[config.mk]
export PLATFORM = sky130hd
export DESIGN_NAME = ordered_key_value_table_unit
export DESIGN_NICKNAME = d
export VERILOG_FILES = /design/src/sv/okvt_pkg.sv /design/src/sv/okvt_ram.sv /design/src/sv/ordered_key_value_table_unit.sv
export SDC_FILE = /design/constraint.sdc
export NUM_CORES = 2
export LEC_CHECK = 0
export ABC_CLOCK_PERIOD_IN_PS = 22000
export BUFFER_PORTS_ARGS = -buffer_cell sky130_fd_sc_hd__buf_4
export CAP_MARGIN = 20
export CELL_PAD_IN_SITES_DETAIL_PLACEMENT = 0
export CELL_PAD_IN_SITES_GLOBAL_PLACEMENT = 2
export CORE_AREA = 4 4 376 452
export CTS_CLUSTER_DIAMETER = 40
export CTS_CLUSTER_SIZE = 10
export DETAILED_ROUTE_END_ITERATION = 7
export DIE_AREA = 0 0 380 456
export PLACE_DENSITY = 0.57
export SLEW_MARGIN = 10
export SYNTH_ARGS = -nofsm -noshare
export SYNTH_HDL_FRONTEND = slang
export SYNTH_SLANG_ARGS = --single-unit
[constraint.sdc]
create_clock -name clk_i -period 22 [get_ports clk_i]
set_input_delay 6.6 -clock clk_i [delete_from_list [all_inputs] [get_ports clk_i]]
set_output_delay 6.6 -clock clk_i [all_outputs]
set_load 0.03 [all_outputs]
[src/sv/okvt_pkg.sv]
// Shared types and constants of the ordered key/value table
package okvt_pkg;

  localparam int unsigned FUNC_W  = 3;
  localparam int unsigned KEY_W   = 32;
  localparam int unsigned VAL_W   = 32;
  localparam int unsigned POS_W   = 4;
  localparam int unsigned COUNT_W = 5;

  // Operation codes
  localparam logic [FUNC_W-1:0] FUNC_SET     = 3'd0;
  localparam logic [FUNC_W-1:0] FUNC_GET     = 3'd1;
  localparam logic [FUNC_W-1:0] FUNC_DELETE  = 3'd2;
  localparam logic [FUNC_W-1:0] FUNC_CLEAR   = 3'd3;
  localparam logic [FUNC_W-1:0] FUNC_READ_AT = 3'd4;

  // Sequencer states
  typedef enum logic [2:0] {
    ST_IDLE,
    ST_READ,
    ST_CMP,
    ST_SHIFT_RD,
    ST_SHIFT_WR,
    ST_FETCH
  } state_e;

  // Fields of one result transaction
  typedef struct packed {
    logic             hit;
    logic             full_error;
    logic [VAL_W-1:0] value;
    logic [KEY_W-1:0] key;
    logic [POS_W-1:0] position;
  } res_t;

endpackage

[src/sv/okvt_ram.sv]
// Generic single-write, single-read RAM with registered read data
module okvt_ram #(
  parameter int unsigned WIDTH = 64,
  parameter int unsigned DEPTH = 16,
  localparam int unsigned AddrW = $clog2(DEPTH)
) (
  input  logic             clk_i,
  input  logic             we_i,
  input  logic [AddrW-1:0] waddr_i,
  input  logic [WIDTH-1:0] wdata_i,
  input  logic             re_i,
  input  logic [AddrW-1:0] raddr_i,
  output logic [WIDTH-1:0] rdata_o
);

  logic [WIDTH-1:0] mem [DEPTH];
  logic [WIDTH-1:0] rdata_q;

  // Write port
  always_ff @(posedge clk_i) begin
    if (we_i) begin
      mem[waddr_i] <= wdata_i;
    end
  end

  // Registered read port
  always_ff @(posedge clk_i) begin
    if (re_i) begin
      rdata_q <= mem[raddr_i];
    end
  end

  assign rdata_o = rdata_q;

endmodule

[src/sv/ordered_key_value_table_unit.sv]
// Top level of the ordered key/value table with linear search
// Usage:
//   Command channel: drive func_i, key_i, value_i and position_i and raise start;
//   the transaction is taken at a rising edge with start high and busy low.
//   Result channel: done_o is high for exactly one cycle with hit_o, full_error_o,
//   value_out_o, key_out_o, position_out_o and entry_count_o; the receiver cannot
//   hold it off, so it must take the result in that cycle.
// Timing:
//   One transaction is in flight at a time; busy stays high until it is done.
//   Clear, unknown codes, an operation on an empty table and a read-at past the
//   end finish without leaving idle; a valid read-at goes through the fetch state.
//   Set, get and delete scan the entries through the single RAM read port and
//   one 32-bit key comparator, a read and a compare state per entry visited.
//   Delete then moves every later entry down one place, with a read state and
//   a write-back state per entry.
//   The result strobe is registered and rises in the cycle after the last step.
// Reset:
//   rst_ni clears the entry count and the sequencer; the table is then empty.
//   Store contents are not cleared: only positions below the count are read.
module ordered_key_value_table_unit #(
  parameter int unsigned DEPTH = 16
) (
  input  logic                          clk_i,
  input  logic                          rst_ni,
  input  logic                          start,
  output logic                          busy,
  input  logic [okvt_pkg::FUNC_W-1:0]   func_i,
  input  logic [okvt_pkg::KEY_W-1:0]    key_i,
  input  logic [okvt_pkg::VAL_W-1:0]    value_i,
  input  logic [okvt_pkg::POS_W-1:0]    position_i,
  output logic                          done_o,
  output logic                          hit_o,
  output logic                          full_error_o,
  output logic [okvt_pkg::VAL_W-1:0]    value_out_o,
  output logic [okvt_pkg::KEY_W-1:0]    key_out_o,
  output logic [okvt_pkg::POS_W-1:0]    position_out_o,
  output logic [okvt_pkg::COUNT_W-1:0]  entry_count_o
);

  localparam int unsigned IdxW  = $clog2(DEPTH);
  localparam int unsigned CntW  = $clog2(DEPTH + 1);
  localparam int unsigned CmpW  = (CntW > okvt_pkg::POS_W) ? CntW : okvt_pkg::POS_W;
  localparam int unsigned WordW = okvt_pkg::KEY_W + okvt_pkg::VAL_W;

  okvt_pkg::state_e state_q, state_d;

  logic [okvt_pkg::FUNC_W-1:0] op_q;
  logic [okvt_pkg::KEY_W-1:0]  key_q;
  logic [okvt_pkg::VAL_W-1:0]  val_q;
  logic [okvt_pkg::POS_W-1:0]  pos_q;
  logic [IdxW-1:0]             idx_q, idx_d;
  logic [CntW-1:0]             count_q, count_d;
  logic                        done_q, done_d;
  okvt_pkg::res_t              res_q, res_d;
  logic                        res_load;

  logic                        accept;
  logic                        ram_we, ram_re;
  logic [IdxW-1:0]             ram_waddr, ram_raddr;
  logic [WordW-1:0]            ram_wdata, ram_rdata;
  logic [okvt_pkg::KEY_W-1:0]  rd_key;
  logic [okvt_pkg::VAL_W-1:0]  rd_val;
  logic                        match, not_last, is_empty, is_full, pos_ok;

  assign accept   = start && !busy;
  assign busy     = (state_q != okvt_pkg::ST_IDLE);
  assign rd_key   = ram_rdata[WordW-1:okvt_pkg::VAL_W];
  assign rd_val   = ram_rdata[okvt_pkg::VAL_W-1:0];

  // Shared key comparator and index bounds
  assign match    = (rd_key == key_q);
  assign not_last = ((CntW'(idx_q) + CntW'(1)) < count_q);
  assign is_empty = (count_q == '0);
  assign is_full  = (count_q == CntW'(DEPTH));
  assign pos_ok   = (CmpW'(position_i) < CmpW'(count_q));

  // Next state
  always_comb begin
    state_d = state_q;
    case (state_q)
      okvt_pkg::ST_IDLE: begin
        if (accept) begin
          case (func_i)
            okvt_pkg::FUNC_SET,
            okvt_pkg::FUNC_GET,
            okvt_pkg::FUNC_DELETE: begin
              state_d = is_empty ? okvt_pkg::ST_IDLE : okvt_pkg::ST_READ;
            end
            okvt_pkg::FUNC_READ_AT: begin
              state_d = pos_ok ? okvt_pkg::ST_FETCH : okvt_pkg::ST_IDLE;
            end
            default: begin
              state_d = okvt_pkg::ST_IDLE;
            end
          endcase
        end
      end
      okvt_pkg::ST_READ: begin
        state_d = okvt_pkg::ST_CMP;
      end
      okvt_pkg::ST_CMP: begin
        if (match) begin
          state_d = (op_q == okvt_pkg::FUNC_DELETE && not_last) ?
                    okvt_pkg::ST_SHIFT_RD : okvt_pkg::ST_IDLE;
        end else begin
          state_d = not_last ? okvt_pkg::ST_READ : okvt_pkg::ST_IDLE;
        end
      end
      okvt_pkg::ST_SHIFT_RD: begin
        state_d = okvt_pkg::ST_SHIFT_WR;
      end
      okvt_pkg::ST_SHIFT_WR: begin
        state_d = not_last ? okvt_pkg::ST_SHIFT_RD : okvt_pkg::ST_IDLE;
      end
      okvt_pkg::ST_FETCH: begin
        state_d = okvt_pkg::ST_IDLE;
      end
      default: begin
        state_d = okvt_pkg::ST_IDLE;
      end
    endcase
  end

  // Sequencer outputs: RAM control, counters and result load
  always_comb begin
    ram_we    = 1'b0;
    ram_re    = 1'b0;
    ram_waddr = idx_q;
    ram_raddr = idx_q;
    ram_wdata = {key_q, val_q};
    idx_d     = idx_q;
    count_d   = count_q;
    done_d    = 1'b0;
    res_load  = 1'b0;
    res_d     = '{hit: 1'b0, full_error: 1'b0, value: '0, key: key_q, position: '0};
    case (state_q)
      okvt_pkg::ST_IDLE: begin
        if (accept) begin
          idx_d     = '0;
          res_d.key = key_i;
          case (func_i)
            okvt_pkg::FUNC_SET,
            okvt_pkg::FUNC_GET,
            okvt_pkg::FUNC_DELETE: begin
              if (is_empty) begin
                // Nothing to scan: a set appends at the first place
                if (func_i == okvt_pkg::FUNC_SET) begin
                  ram_we    = 1'b1;
                  ram_waddr = '0;
                  ram_wdata = {key_i, value_i};
                  count_d   = CntW'(1);
                end
                res_load = 1'b1;
                done_d   = 1'b1;
              end
            end
            okvt_pkg::FUNC_CLEAR: begin
              count_d  = '0;
              res_load = 1'b1;
              done_d   = 1'b1;
            end
            okvt_pkg::FUNC_READ_AT: begin
              if (pos_ok) begin
                ram_re    = 1'b1;
                ram_raddr = IdxW'(position_i);
              end else begin
                res_d.key = '0;
                res_load  = 1'b1;
                done_d    = 1'b1;
              end
            end
            default: begin
              res_load = 1'b1;
              done_d   = 1'b1;
            end
          endcase
        end
      end
      okvt_pkg::ST_READ: begin
        ram_re = 1'b1;
      end
      okvt_pkg::ST_CMP: begin
        if (match) begin
          res_d.hit      = 1'b1;
          res_d.position = okvt_pkg::POS_W'(idx_q);
          res_load       = 1'b1;
          case (op_q)
            okvt_pkg::FUNC_SET: begin
              ram_we      = 1'b1;
              res_d.value = val_q;
              done_d      = 1'b1;
            end
            okvt_pkg::FUNC_DELETE: begin
              res_d.value = rd_val;
              // Close the gap, or just drop the last entry
              if (not_last) begin
                idx_d = idx_q + IdxW'(1);
              end else begin
                count_d = count_q - CntW'(1);
                done_d  = 1'b1;
              end
            end
            default: begin
              res_d.value = rd_val;
              done_d      = 1'b1;
            end
          endcase
        end else if (not_last) begin
          idx_d = idx_q + IdxW'(1);
        end else begin
          // Key absent: a set appends unless the table is full
          if (op_q == okvt_pkg::FUNC_SET) begin
            if (is_full) begin
              res_d.full_error = 1'b1;
            end else begin
              ram_we    = 1'b1;
              ram_waddr = IdxW'(count_q);
              count_d   = count_q + CntW'(1);
            end
          end
          res_load = 1'b1;
          done_d   = 1'b1;
        end
      end
      okvt_pkg::ST_SHIFT_RD: begin
        ram_re = 1'b1;
      end
      okvt_pkg::ST_SHIFT_WR: begin
        ram_we    = 1'b1;
        ram_waddr = idx_q - IdxW'(1);
        ram_wdata = ram_rdata;
        if (not_last) begin
          idx_d = idx_q + IdxW'(1);
        end else begin
          count_d = count_q - CntW'(1);
          done_d  = 1'b1;
        end
      end
      okvt_pkg::ST_FETCH: begin
        res_d.hit      = 1'b1;
        res_d.key      = rd_key;
        res_d.value    = rd_val;
        res_d.position = pos_q;
        res_load       = 1'b1;
        done_d         = 1'b1;
      end
      default: begin
        done_d = 1'b0;
      end
    endcase
  end

  // Control registers
  always_ff @(posedge clk_i or negedge rst_ni) begin
    if (!rst_ni) begin
      state_q <= okvt_pkg::ST_IDLE;
      idx_q   <= '0;
      count_q <= '0;
      done_q  <= 1'b0;
    end else begin
      state_q <= state_d;
      idx_q   <= idx_d;
      count_q <= count_d;
      done_q  <= done_d;
    end
  end

  // Hold the command fields and the result fields
  always_ff @(posedge clk_i) begin
    if (accept) begin
      op_q  <= func_i;
      key_q <= key_i;
      val_q <= value_i;
      pos_q <= position_i;
    end
    if (res_load) begin
      res_q <= res_d;
    end
  end

  okvt_ram #(
    .WIDTH (WordW),
    .DEPTH (DEPTH)
  ) u_store (
    .clk_i   (clk_i),
    .we_i    (ram_we),
    .waddr_i (ram_waddr),
    .wdata_i (ram_wdata),
    .re_i    (ram_re),
    .raddr_i (ram_raddr),
    .rdata_o (ram_rdata)
  );

  assign done_o         = done_q;
  assign hit_o          = res_q.hit;
  assign full_error_o   = res_q.full_error;
  assign value_out_o    = res_q.value;
  assign key_out_o      = res_q.key;
  assign position_out_o = res_q.position;
  assign entry_count_o  = okvt_pkg::COUNT_W'(count_q);

endmodule

==> results.json <==
{
  "root_buffer": "clkbuf_16",
  "hold_viol": 0,
  "regArea_sq_um": 37230,
  "fmax_ghz": 0.08621,
  "dieWidth_um": 380,
  "wl_um": 155400,
  "layout_common_cells": "1,229 x edfxtp_1, 515 x mux2i_1, 325 x o22ai_1, 234 x buf_4, 189 x clkbuf_16",
  "end_kind": "flop",
  "antenna_found_initial": 5,
  "cp_common_cell": "buf_4",
  "slew_headroom": 0.1084,
  "grt_pass1_wl_um": 218100,
  "grt_use_total": 0.1743,
  "p_leak_nw": 22.25,
  "yosysTopAreaCell": "edfxtp_1",
  "finalMaxSlewViolations": 0,
  "critPathRequiredTime_ns": 22.50,
  "ys_ff_latch": 1242,
  "via_count": 28550,
  "status": "finished, final reports clean",
  "synth_area_leaders": "edfxtp_1 75%, mux2i_1 10%, o22ai_1 4.1%, nand2_1 1.2%, or4_1 0.99%",
  "synth_warnings": 0,
  "drive_gt1_frac": 0.1794,
  "fin_ws_ns": 10.40,
  "drt_iter0_drc": 2542,
  "async_flop_share": 0.01047,
  "cts_tree": "yes",
  "synth_top_area_frac": 0.7470,
  "synth_flop_cell": "edfxtp_1",
  "final_common_cell": "edfxtp_1",
  "synthCells": 2889,
  "cts_max_level": 4,
  "multi_input_area_sq_um": 11590,
  "crit_slowest_cell": "buf_4",
  "critPathMaxFanout": 145,
  "cts_hold_buf": 0,
  "cp_slowest_stage_delay_ns": 0.92,
  "synth_edf_count": 1229,
  "nNetsFinal": 3251,
  "crit_path_cell_trace": "buf_4 > nand3_2 > buf_4 > inv_4 > o311ai_4 > mux2i_4 > buf_4 > buf_12 > buf_4 > mux2i_1 > o22ai_1 > or4_1",
  "clk_pin_slew_ns": 0.05,
  "grt_pass1_vias": 29160,
  "seq_area_frac_synth": 0.7536,
  "wl_per_cell_um": 28.47,
  "clock_sinks": 1242,
  "setup_tns_ns": 0,
  "final-setup-viol-count": 0,
  "post_cts_resize_count": 0,
  "synth_top_family_by_area": "multiplexers",
  "core_area_sq_um": 165800,
  "dpl.hpwl_um": 78820,
  "p_per_area_nw_per_um2": 132.7,
  "cts_buffers": 186,
  "io_pins": 151,
  "hp-class": "flop to flop",
  "dieHeight_um": 456,
  "synth_compound_area_frac": 0.07585,
  "gp_congestion": 0.7858,
  "drcViolationCount": 0,
  "cp_top_family": "buffers and inverters",
  "syn_area_sq_um": 49400,
  "ys_types": 74,
  "fin_skew_ns": 0.02940,
  "io_buffers": 150,
  "hold-worst-slack_ns": 0.5484,
  "grt.overflow.total": 0,
  "cts_setup_buffers": 0,
  "die_area_sq_um": 173300,
  "path_buf_inv": 6,
  "p_total_mw": 7.897,
  "avgSynthCellArea_sq_um": 17.10,
  "synthSimpleGateAreaFrac": 0.03827,
  "rsz0062_at_grt": "false",
  "crit_arrival_ns": 12.10,
  "clkLatencyLatePin_ns": 0.79,
  "worst_pin_slew_ns": 1.337,
  "crit_path_start_kind": "input pin",
  "num-fill-cells": 15590,
  "fin_crit_ns": 11.60,
  "grt_max_degree": 146,
  "syn_nets": 2975,
  "maxCapViolCount": 0,
  "place_ws_ns": 9.603,
  "syn_to_final_growth_pct": 20.46,
  "clockBufferDepth": 3,
  "synth_fa_ha_area_frac": 0.003039,
  "rows": 164,
  "viasPerCell": 5.228,
  "synth_xor_area_frac": 0.005850,
  "ir_worst_vdd_mv": 0.07952,
  "synth.mux.area_fraction": 0.1052,
  "period_share": 0.5273,
  "start_util": 0.2980,
  "first_pass_iters": 5,
  "crit_type": "input pin to flop",
  "antenna_left": 0
}
power by group:
group	switching [mW]	internal (mW)	leakage, nW	total (mW)
Combinational	1.21	0.558	8.03	1.77
Clock	1.06	1.78	2.86	2.84
Sequential	0.130	3.15	11.4	3.28
cells in the mapped netlist, types with 3 or more instances:
cell and n:
nand2_4 3, nand3_1 4, o221ai_1 3, edfxtp_1 1229, buf_2 70, a22o_1 37
dfrtp_1 13, a21oi_1 24, o21ai_0 13, a21boi_0 3, nor4_1 12, a22oi_1 4
ha_1 12, nand2_1 156, and4_1 4, xor2_1 32, a221o_1 31, nor3_1 24
or3_1 3, and2_1 6, and3_1 32, inv_1 13, mux2i_1 516, o211ai_1 5
a21o_1 5, nor2b_1 4, a31oi_1 64, or4_1 65, buf_4 29, clkbuf_1 66
o22ai_1 325, nor2_1 18, nand2b_1 7, nand4_1 5
state kept, by name (all words and copies together) (netlist names), 3 cells and up:
register / count
u_store.mem: 1024
value_out_o: 32
position_out_o: 4
state_q: 3
idx_q: 4
val_q: 32
u_store.rdata_o: 64
pos_q: 4
entry_count_o: 5
key_out_o: 32
key_q: 32
op_q: 3
layer usage:
layer,part of all wire,vias to the layer above,GRT usage
met2,0.47,1007,0.2853
met5,0,-,0
met1,0.44,14940,0.2362
li1,-,12370,-
met3,0.059,233,0.03317
met4,0.022,0,0.05112
through the flow:
stage                     std cells  utilization  cell area [sq um]
after floorplan                2889            -              49400
after global placement         5096       0.3206              53160
after detailed placement       5109       0.3212              53260
after CTS                      5432       0.3573              59240
after global routing           5458       0.3589              59510
final                          5460       0.3589              59510
cells by family after synthesis:
family	after synthesis
multiplexers	518
adder cells (fa/ha/maj)	12
AO/OA/AOI/OAI	546
AND/OR/NAND/NOR	355
flip-flops	1242
buffers and inverters	183
XOR/XNOR	33
path summary, 6_finish.rpt:
kind / start / depth (start not counted) / slack, ns / endpoint
max: start / 12 / 10.40 / u_store.rdata_o[12]$_DFFE_PP_
max reg2reg: state_q[2]$_DFFE_PN0P_ / 12 / 14.70 / u_store.rdata_o[12]$_DFFE_PP_
min in group asynchronous: rst_ni / 1 / 5.66 / state_q[2]$_DFFE_PN0P_
max in group asynchronous: rst_ni / 1 / 16.12 / entry_count_o[1]$_DFFE_PN0P_
min reg2reg: pos_q[3]$_DFFE_PP_ / 2 / 0.55 / position_out_o[3]$_DFFE_PP_
min: pos_q[3]$_DFFE_PP_ / 2 / 0.55 / position_out_o[3]$_DFFE_PP_
layout make-up:
type                    instances  area share
diodes                          2  0.00008410
flip-flops and latches       1242      0.6256
multi-input cells            1464      0.1947
clock buffers                 217     0.08124
repair buffers                257     0.03288
well taps                    2158     0.04537
clock inverters               106     0.01917
inverters                      14   0.0009461
worst reg2reg max path: stages (launching register included):
cell and delay (ns):
dfrtp_1 0.86, clkinv_2 0.62, nand3_2 0.21, buf_4 0.47
inv_4 0.32, o311ai_4 0.23, mux2i_4 0.63, buf_4 0.83
buf_12 0.75, buf_4 1.13, mux2i_1 0.31, o22ai_1 0.11
or4_1 0.55
Note: power is estimated with default switching activity, not from simulation.
